[src/rtl/xsr_pkg.sv]
`default_nettype none

package xsr_pkg;

    // splitmix64 constants
    localparam logic [63:0] SM_GOLDEN = 64'h9e37_79b9_7f4a_7c15;
    localparam logic [63:0] SM_MUL1   = 64'hbf58_476d_1ce4_e5b9;
    localparam logic [63:0] SM_MUL2   = 64'h94d0_49bb_1331_11eb;

    // xoshiro256++ shift and rotate amounts
    localparam int unsigned XS_ROT_OUT = 23;
    localparam int unsigned XS_SHIFT   = 17;
    localparam int unsigned XS_ROT_ST  = 45;

    // splitmix64 xor-shift amounts
    localparam int unsigned SM_SH_A = 30;
    localparam int unsigned SM_SH_B = 27;
    localparam int unsigned SM_SH_C = 31;

    // number of state words and the index width
    localparam int unsigned STATE_WORDS = 4;
    localparam int unsigned WORD_IDX_W  = $clog2(STATE_WORDS);

    // input action codes
    localparam logic ACT_RESEED = 1'b0;
    localparam logic ACT_NEXT   = 1'b1;

    // partial product steps of the shared 32x32 multiplier
    localparam logic [1:0] MP_LO_LO = 2'd0;
    localparam logic [1:0] MP_LO_HI = 2'd1;
    localparam logic [1:0] MP_HI_LO = 2'd2;
    localparam logic [1:0] MP_LAST  = 2'd3;

    typedef enum logic [2:0] {
        ST_IDLE,
        ST_SEED_ADD,
        ST_SEED_MUL1,
        ST_SEED_MUL2
    } state_t;

    // rotate a 64-bit word left by a constant amount
    function automatic logic [63:0] rotl64(input logic [63:0] v, input int unsigned n);
        return (v << n) | (v >> (64 - n));
    endfunction

endpackage

`default_nettype wire

[src/rtl/xoshiro256pp_generator.sv]
`default_nettype none

// xoshiro256++ pseudo-random generator with splitmix64 seeding.
// Input channel (in_valid/in_ready): action selects reseed or next word;
// seed is used only by reseed items. Output channel (out_valid/out_ready)
// carries random_value, one item per next item and none per reseed item.
// A next item is worked out in the cycle it is accepted and its result
// appears in the output register in the next cycle; next items can be taken
// every cycle, one word per cycle, as long as the receiver keeps taking.
// A reseed item runs four splitmix64 steps on one shared 32x32 multiplier:
// each step is an add state plus two 64-bit products of three partial
// products each, so the input is not ready from the time a reseed item is
// accepted until all four state words have been written.
// When the receiver stalls, the result stays in the output register and no
// new item is taken until it leaves; an item waiting there does not hold up
// the acceptance of the next item in the same cycle it is taken.
// Reset clears the state to all zeros: next items before the first reseed
// give zero words. Reset also empties the output register.
module xoshiro256pp_generator
    import xsr_pkg::*;
(
    input  wire logic        clk,
    input  wire logic        rst_n,
    input  wire logic        in_valid,
    output logic             in_ready,
    input  wire logic        action,
    input  wire logic [63:0] seed,
    output logic             out_valid,
    input  wire logic        out_ready,
    output logic [63:0]      random_value
);

    state_t                  state_reg, state_next;
    logic [63:0]             s_reg    [STATE_WORDS];
    logic [63:0]             s_next   [STATE_WORDS];
    logic [63:0]             acc_reg, acc_next;
    logic [63:0]             z_reg, z_next;
    logic [63:0]             sum_reg, sum_next;
    logic [63:0]             prod_reg, prod_next;
    logic [1:0]              mul_idx_reg, mul_idx_next;
    logic [WORD_IDX_W-1:0]   word_idx_reg, word_idx_next;
    logic                    out_valid_reg, out_valid_next;
    logic [63:0]             rand_reg, rand_next;

    logic                    out_free;
    logic                    in_acc;
    logic [31:0]             mul_a;
    logic [31:0]             mul_b;
    logic [63:0]             mul_const;
    logic [63:0]             sum_add;
    logic [63:0]             add_x;
    logic [63:0]             nx_word;
    logic [63:0]             nx_sh;
    logic [63:0]             nx_t2;
    logic [63:0]             nx_t3;

    // handshake
    assign out_free     = !out_valid_reg || out_ready;
    assign in_ready     = (state_reg == ST_IDLE) && out_free;
    assign in_acc       = in_valid && in_ready;
    assign out_valid    = out_valid_reg;
    assign random_value = rand_reg;

    // xoshiro256++ output and advance
    assign nx_word = rotl64(s_reg[0] + s_reg[3], XS_ROT_OUT) + s_reg[0];
    assign nx_sh   = s_reg[1] << XS_SHIFT;
    assign nx_t2   = s_reg[2] ^ s_reg[0];
    assign nx_t3   = s_reg[3] ^ s_reg[1];

    // shared multiplier operands: constant half and state half by step
    assign mul_const = (state_reg == ST_SEED_MUL2) ? SM_MUL2 : SM_MUL1;
    always_comb
    begin
        case (mul_idx_reg)
            MP_LO_LO:
            begin
                mul_a = z_reg[31:0];
                mul_b = mul_const[31:0];
            end
            MP_LO_HI:
            begin
                mul_a = z_reg[31:0];
                mul_b = mul_const[63:32];
            end
            default:
            begin
                mul_a = z_reg[63:32];
                mul_b = mul_const[31:0];
            end
        endcase
    end

    // cross products land in the upper half only
    assign sum_add = sum_reg + {prod_reg[31:0], 32'd0};
    assign add_x   = acc_reg + SM_GOLDEN;

    // next state
    always_comb
    begin
        state_next = state_reg;
        unique case (state_reg)
            ST_IDLE:
            begin
                if (in_acc && (action == ACT_RESEED))
                begin
                    state_next = ST_SEED_ADD;
                end
            end
            ST_SEED_ADD:
            begin
                state_next = ST_SEED_MUL1;
            end
            ST_SEED_MUL1:
            begin
                if (mul_idx_reg == MP_LAST)
                begin
                    state_next = ST_SEED_MUL2;
                end
            end
            ST_SEED_MUL2:
            begin
                if (mul_idx_reg == MP_LAST)
                begin
                    if (word_idx_reg == WORD_IDX_W'(STATE_WORDS - 1))
                    begin
                        state_next = ST_IDLE;
                    end
                    else
                    begin
                        state_next = ST_SEED_ADD;
                    end
                end
            end
            default:
            begin
                state_next = ST_IDLE;
            end
        endcase
    end

    // datapath
    always_comb
    begin
        for (int i = 0; i < STATE_WORDS; i++)
        begin
            s_next[i] = s_reg[i];
        end
        acc_next       = acc_reg;
        z_next         = z_reg;
        sum_next       = sum_reg;
        prod_next      = prod_reg;
        mul_idx_next   = mul_idx_reg;
        word_idx_next  = word_idx_reg;
        rand_next      = rand_reg;
        out_valid_next = out_valid_reg && !out_ready;

        unique case (state_reg)
            ST_IDLE:
            begin
                mul_idx_next = MP_LO_LO;
                if (in_acc)
                begin
                    if (action == ACT_NEXT)
                    begin
                        rand_next      = nx_word;
                        out_valid_next = 1'b1;
                        s_next[0]      = s_reg[0] ^ nx_t3;
                        s_next[1]      = s_reg[1] ^ nx_t2;
                        s_next[2]      = nx_t2 ^ nx_sh;
                        s_next[3]      = rotl64(nx_t3, XS_ROT_ST);
                    end
                    else
                    begin
                        acc_next      = seed;
                        word_idx_next = '0;
                    end
                end
            end
            ST_SEED_ADD:
            begin
                acc_next     = add_x;
                z_next       = add_x ^ (add_x >> SM_SH_A);
                mul_idx_next = MP_LO_LO;
            end
            ST_SEED_MUL1, ST_SEED_MUL2:
            begin
                prod_next    = 64'(mul_a) * 64'(mul_b);
                mul_idx_next = mul_idx_reg + 2'd1;
                case (mul_idx_reg)
                    MP_LO_LO:
                    begin
                        sum_next = '0;
                    end
                    MP_LO_HI:
                    begin
                        sum_next = prod_reg;
                    end
                    MP_HI_LO:
                    begin
                        sum_next = sum_add;
                    end
                    default:
                    begin
                        // last cross product added, finish the mix round
                        if (state_reg == ST_SEED_MUL1)
                        begin
                            z_next = sum_add ^ (sum_add >> SM_SH_B);
                        end
                        else
                        begin
                            s_next[word_idx_reg] = sum_add ^ (sum_add >> SM_SH_C);
                            word_idx_next        = word_idx_reg + WORD_IDX_W'(1);
                        end
                    end
                endcase
            end
            default:
            begin
                mul_idx_next = MP_LO_LO;
            end
        endcase
    end

    // control registers and state words
    always_ff @(posedge clk or negedge rst_n)
    begin
        if (!rst_n)
        begin
            state_reg     <= ST_IDLE;
            mul_idx_reg   <= MP_LO_LO;
            word_idx_reg  <= '0;
            out_valid_reg <= 1'b0;
            for (int i = 0; i < STATE_WORDS; i++)
            begin
                s_reg[i] <= '0;
            end
        end
        else
        begin
            state_reg     <= state_next;
            mul_idx_reg   <= mul_idx_next;
            word_idx_reg  <= word_idx_next;
            out_valid_reg <= out_valid_next;
            for (int i = 0; i < STATE_WORDS; i++)
            begin
                s_reg[i] <= s_next[i];
            end
        end
    end

    // payload registers
    always_ff @(posedge clk)
    begin
        acc_reg  <= acc_next;
        z_reg    <= z_next;
        sum_reg  <= sum_next;
        prod_reg <= prod_next;
        rand_reg <= rand_next;
    end

`ifndef SYNTH
    // a reseed starts the sequencer at the first state word
    a_reseed_start: assert property (@(posedge clk) disable iff (!rst_n)
        (in_acc && (action == ACT_RESEED))
        |=> (state_reg == ST_SEED_ADD) && (word_idx_reg == '0))
        else $error("reseed did not start at word zero");

    // a next item always leaves a result in the output register
    a_next_result: assert property (@(posedge clk) disable iff (!rst_n)
        (in_acc && (action == ACT_NEXT)) |=> out_valid_reg)
        else $error("next item left no result");

    // a reseed never produces a result of its own
    a_seed_quiet: assert property (@(posedge clk) disable iff (!rst_n)
        (state_reg == ST_SEED_ADD) |-> !$rose(out_valid_reg))
        else $error("result appeared during reseed");

    // the multiplier step count is at its start outside the product phases
    a_mul_idle: assert property (@(posedge clk) disable iff (!rst_n)
        (state_reg == ST_SEED_ADD) |=> (mul_idx_reg == MP_LO_LO))
        else $error("multiplier step out of line");

    // the fourth word finishes the reseed
    a_seed_end: assert property (@(posedge clk) disable iff (!rst_n)
        ((state_reg == ST_SEED_MUL2) && (mul_idx_reg == MP_LAST)
         && (word_idx_reg == WORD_IDX_W'(STATE_WORDS - 1)))
        |=> (state_reg == ST_IDLE))
        else $error("reseed did not end after the last word");
`endif

endmodule

`default_nettype wire

[config.mk]
export PLATFORM = sky130hd
export DESIGN_NAME = xoshiro256pp_generator
export DESIGN_NICKNAME = d
export VERILOG_FILES = /design/src/rtl/xsr_pkg.sv /design/src/rtl/xoshiro256pp_generator.sv
export SDC_FILE = /design/constraint.sdc
export NUM_CORES = 2
export LEC_CHECK = 0
export ABC_CLOCK_PERIOD_IN_PS = 12600
export BUFFER_PORTS_ARGS = -buffer_cell sky130_fd_sc_hd__buf_2
export CORE_ASPECT_RATIO = 0.7
export CORE_UTILIZATION = 40
export CTS_BUF_LIST = sky130_fd_sc_hd__clkbuf_16
export DETAILED_ROUTE_END_ITERATION = 6
export HOLD_SLACK_MARGIN = 0.02
export PLACE_DENSITY = 0.59
export SLEW_MARGIN = 10
export SYNTH_ARGS = -nofsm -noshare
export SYNTH_HDL_FRONTEND = slang
export SYNTH_SLANG_ARGS = --single-unit
export TNS_END_PERCENT = 1
[constraint.sdc]
create_clock -name clk -period 12.6 [get_ports clk]
set_input_delay 1.26 -clock clk [delete_from_list [all_inputs] [get_ports clk]]
set_output_delay 1.26 -clock clk [all_outputs]
set_load 0.02 [all_outputs]
* Word-level counts from Yosys, hierarchy flattened
Index checks and enable logic that the tools add are counted.
Word-level totals: bits in writable memories 0, memories 0, word-level logic and storage cells 106, output and inout port bits 66, bits in registers 584, bits in read-only memories 0, bits in latches 0
Cells by class: equality and inequality tests 16, divide/modulo/power cells 0, shifts and indexed selects 0, multiplexer cells 32, reduce and logical (&&, ||, !) cells 24, $add $sub $neg 6, multiply operators 1, magnitude comparators 2, bitwise logic cells 12
Operators by type and width (count):
- $mux W256 | 4
- $pmux W256 S2 | 1
- $mux W64 | 5
- $xor A64 B64 Y64 | 5
- $bwmux W256 | 1
- $pmux W64 S2 | 2
- $add A64 B64 Y64 | 3
- $pmux W64 S3 | 1
- $demux W64 S2 | 1
- $add A64 B64 Y64 const B | 1
- $mul A32 B32 Y64 | 1
- $mux W32 | 2
- $or A64 B23 Y64 | 1
- $or A64 B45 Y64 | 1
- $xor A64 B33 Y64 | 1
- $xor A64 B34 Y64 | 1
- $xor A64 B37 Y64 | 1
- $mux W62 | 1
- $ne A2 B2 Y1 const B | 7
- $pmux W3 S4 | 1
- $reduce_and A3 Y1 | 4
- $mux W2 | 5
- $reduce_and A5 Y1 | 2
- $mux W3 | 3
- other kinds (22) | 38

* Depth between registers and ports, before layout
depth after elaboration 9, mapped depth 37, gate-level depth less buffers 33

* Worst setup path before layout
No wires, ideal clock.
kind register to register, from reg mul_idx_reg[0], to reg prod_reg[57], data pin, required time 12.341 ns, stages on the path, launching flop included 32, arrival 9.489 ns, setup slack 2.852 ns, setup time 0.259 ns, cells stage by stage dfrtp_1 ha_1 buf_2 nor2_1 clkbuf_1 clkbuf_1 mux2_2 inv_1 nor2_1 or2_2 fa_1 fa_1 fa_1 inv_1 fa_1 inv_1 fa_1 fa_1 fa_1 inv_1 fa_1 inv_1 ha_1 a21o_1 a31o_2 a221o_1 o2bb2ai_1 nor3_1 a21boi_1 a21o_1 a221o_1 a211o_1
On the way: longest elaborated chain between the ends 4
RTL lines:
- start: declaration | line xoshiro256pp_generator.sv:40 | logic [1:0] mul_idx_reg, mul_idx_next;
- start signal: assignment | line xoshiro256pp_generator.sv:241 | mul_idx_reg <= mul_idx_next;
- $eq A2 B1 Y1 / $logic_not A2 Y1 (equally long branches) | line xoshiro256pp_generator.sv:74 | case (mul_idx_reg)
- $reduce_or A2 Y1 (no source line)
- $mux W32 | line xoshiro256pp_generator.sv:74
- $mul A32 B32 Y64 * | line xoshiro256pp_generator.sv:187 | prod_next = 64'(mul_a) * 64'(mul_b);
- end signal: assignment | line xoshiro256pp_generator.sv:257 | prod_reg <= prod_next;
- end: declaration | line xoshiro256pp_generator.sv:39 | logic [63:0] prod_reg, prod_next;
Mark *: on every way between the ends. The rest lies on a longest branch, timed or not. A chain may end at the register's enable or synchronous reset.

* Worst setup path in the final report
from reg mul_idx_reg[1], to reg prod_reg[62], data pin
Same word-level chain as after synthesis.

==> flow_summary.ini <==
[timing]
rsz0062_at_grt = no
max_freq_ghz = 0.09141
period_share = 0.8683
maxSlewViolCount = 0
finalCriticalPeriod_ns = 10.94
relSlewSlack = 0.1835
hold_violations = 0
tns_ns = 0
setup_violations = 0
skew_ns = 0.06307
worstMarginPinSlew_ns = 1.222

[final_layout]
nNetsFinal = 8509
post_route_cells_drive_above_1_share = 0.07092
mostFrequentLayoutCell = inv_1
final_cell_mix = 1073 x inv_1, 799 x fa_1, 522 x ha_1
largest_reg_flops = 209
syn2layout_area_growth_pct = 7.779
fill_cells = 16433

[route]
routed_wl_mm = 290.4
wl_per_cell_microns = 30.92
firstDrtPassIters = 7
viasPerCell = 5.979
vias = 56152
ant_nets = 0
first_iter_violations = 8053
drt_drc_violations_left = 1

[logic_synthesis]
synth-edff-count = 320
synthesis.nets = 8509
synth_warnings = 0
ys.flop_type = edfxtp_1
syn_inst = 7115
async_reset_ff_frac = 0.4511
synth-seq-area-share = 0.2399
ys_top_cells_by_area = fa_1 24%, edfxtp_1 14%, dfrtp_1 9.8%, ha_1 9.8%, inv_1 5.9%
syn_area_per_cell_sq_um = 9.483
synth_cell_types = 109
yosysTopAreaCell = fa_1
netlist_area_sq_um = 67470
yosys_register_bits = 583
synth.top_cell.area_share = 0.2371

[outcome]
outcome = finished with violations
violations = design-rule violations

[setup_path]
cp.required_ns = 13.03
criticalPathCategory = flip-flop to flip-flop
path_buf_inv = 10
worst-endpoint-arrival_ns = 11.37
cpLargestDelayFamily = adder cells
crit_cells = 33
max_stage_delay_ns = 0.56
reg2reg_depth = 33
critPathMaxFanout = 41
endpoint_kind = flip-flop
cp_common_cell = inv_1
rr_startpoint = mul_idx_reg[1]
cp-startpoint = mul_idx_reg[1]
critPathSlowestCell = fa_1
start_kind = flip-flop

[placement]
hpwl_mm = 240.9
gp_congestion = 1.058
port_buffers = 134

[clock_tree]
cts_tree = done
clockBufferDepth = 3
cts.sinks = 583
postCtsSetupBuffers = 0
cts_buffers = 57
h-tree-depth = 2
cts_root_buf = clkbuf_16
cts_resized = 0
path_clk_slew_ns = 0.07
clkLatencyLatePin_ns = 0.69
hold_buffers = 0

[floorplan]
die_height_microns = 345.6
die_w_microns = 492.9
coreArea_sq_um = 166700
dieArea_sq_um = 170400
num_rows = 125
start_util = 0.4047
ios = 135

[worst_hold_path]
min_path_cells = 2
hp-start = out_valid
hp-class = flip-flop to flip-flop

[global_route]
track_usage = 0.3354
grt_pass1_wl_mm = 405.3
antenna_found_initial = 27
grt_overflow_total = 0
grt_pass1_vias = 52595
grt_max_degree = 153

[job]
maxCapViolations = 0
[final cells by class]
class	instances	area [sq um]	area share
Multi-Input combinational cell	5173	46340	0.6372
Clock inverter	48	445.4	0.006125
Timing Repair Buffer	231	1459	0.02006
Sequential cell	583	16190	0.2226
Antenna cell	6	15.01	0.0002065
Inverter	1069	4020	0.05528
Clock buffer	59	1476	0.02030
Tap cell	2222	2780	0.03823
[cell usage after synthesis (all sizes together), types with 11 or more instances]
master and number:
a211oi 30, a21o 170, a21oi 436, a221oi 64, a22o 28, a22oi 20
a31oi 40, and2 100, and3 83, buf 22, clkbuf 266, dfrtp 263
edfxtp 320, fa 799, ha 526, inv 1064, mux2 51, mux2i 27
nand2 449, nand2b 59, nand3 197, nand4 55, nor2 520, nor2b 33
nor3 57, nor3b 11, nor4 12, o211ai 26, o21a 41, o21ai 393
o21bai 60, o221a 35, o22a 14, o22ai 76, o31ai 17, or2 27
or3 12, xnor2 259, xor2 306
[tightest hold or removal path, cell delays in order (launching register included)]
cell and delay (ns):
dfrtp_1 0.35, nand2b_1 0.07, nand2_1 0.06
[cell families after synthesis]
family,Yosys count,share of synthesized area
adders and majority gates,1325,0.3346
xor gates and xnor gates,567,0.07453
buffers and inverters,1359,0.07595
DFF,583,0.2399
muxes,79,0.01285
and+or+nand+nor,1641,0.1131
AOI/OAI and AO/OA,1561,0.1490
[stage by stage]
stage / std cells / setup WS [ns] / util / hold WS [ns] / cell area, sq um
after floorplan: 7115 / 2.852 / - / 0.4851 / 67470
after global placement: 9278 / 2.018 / 0.4245 / 0.4753 / 70770
after detailed placement: 9278 / 1.811 / 0.4245 / 0.4859 / 70770
after CTS: 9385 / 1.770 / 0.4360 / 0.5100 / 72690
after global routing: 9385 / 1.115 / 0.4361 / 0.5343 / 72710
final: 9391 / 1.660 / 0.4362 / 0.5055 / 72720
[worst paths after layout]
check,to,slack (ns)
max in group asynchronous,s_reg[249],9.36
worst max-delay path,prod_reg[62],1.66
min in group asynchronous,nx_sh[28],0.66
worst max register to register,prod_reg[62],1.66
worst min-delay path,out_valid,0.51
worst min register to register,out_valid,0.51
[per-layer routing]
metal  global-route usage  up-vias  share of wire  routed length (microns)
li1                     -    23920              -                        -
met1               0.5450    28506           0.47                   137300
met2               0.3850     3410           0.34                    99600
met3               0.1575      298           0.17                    48150
met4              0.05233       18          0.018                     5156
met5                    0        -        0.00046                      135
Power is left out: the tool's default activity adds up to more than one toggle a clock period on the data nets, which glitch-free logic cannot reach.
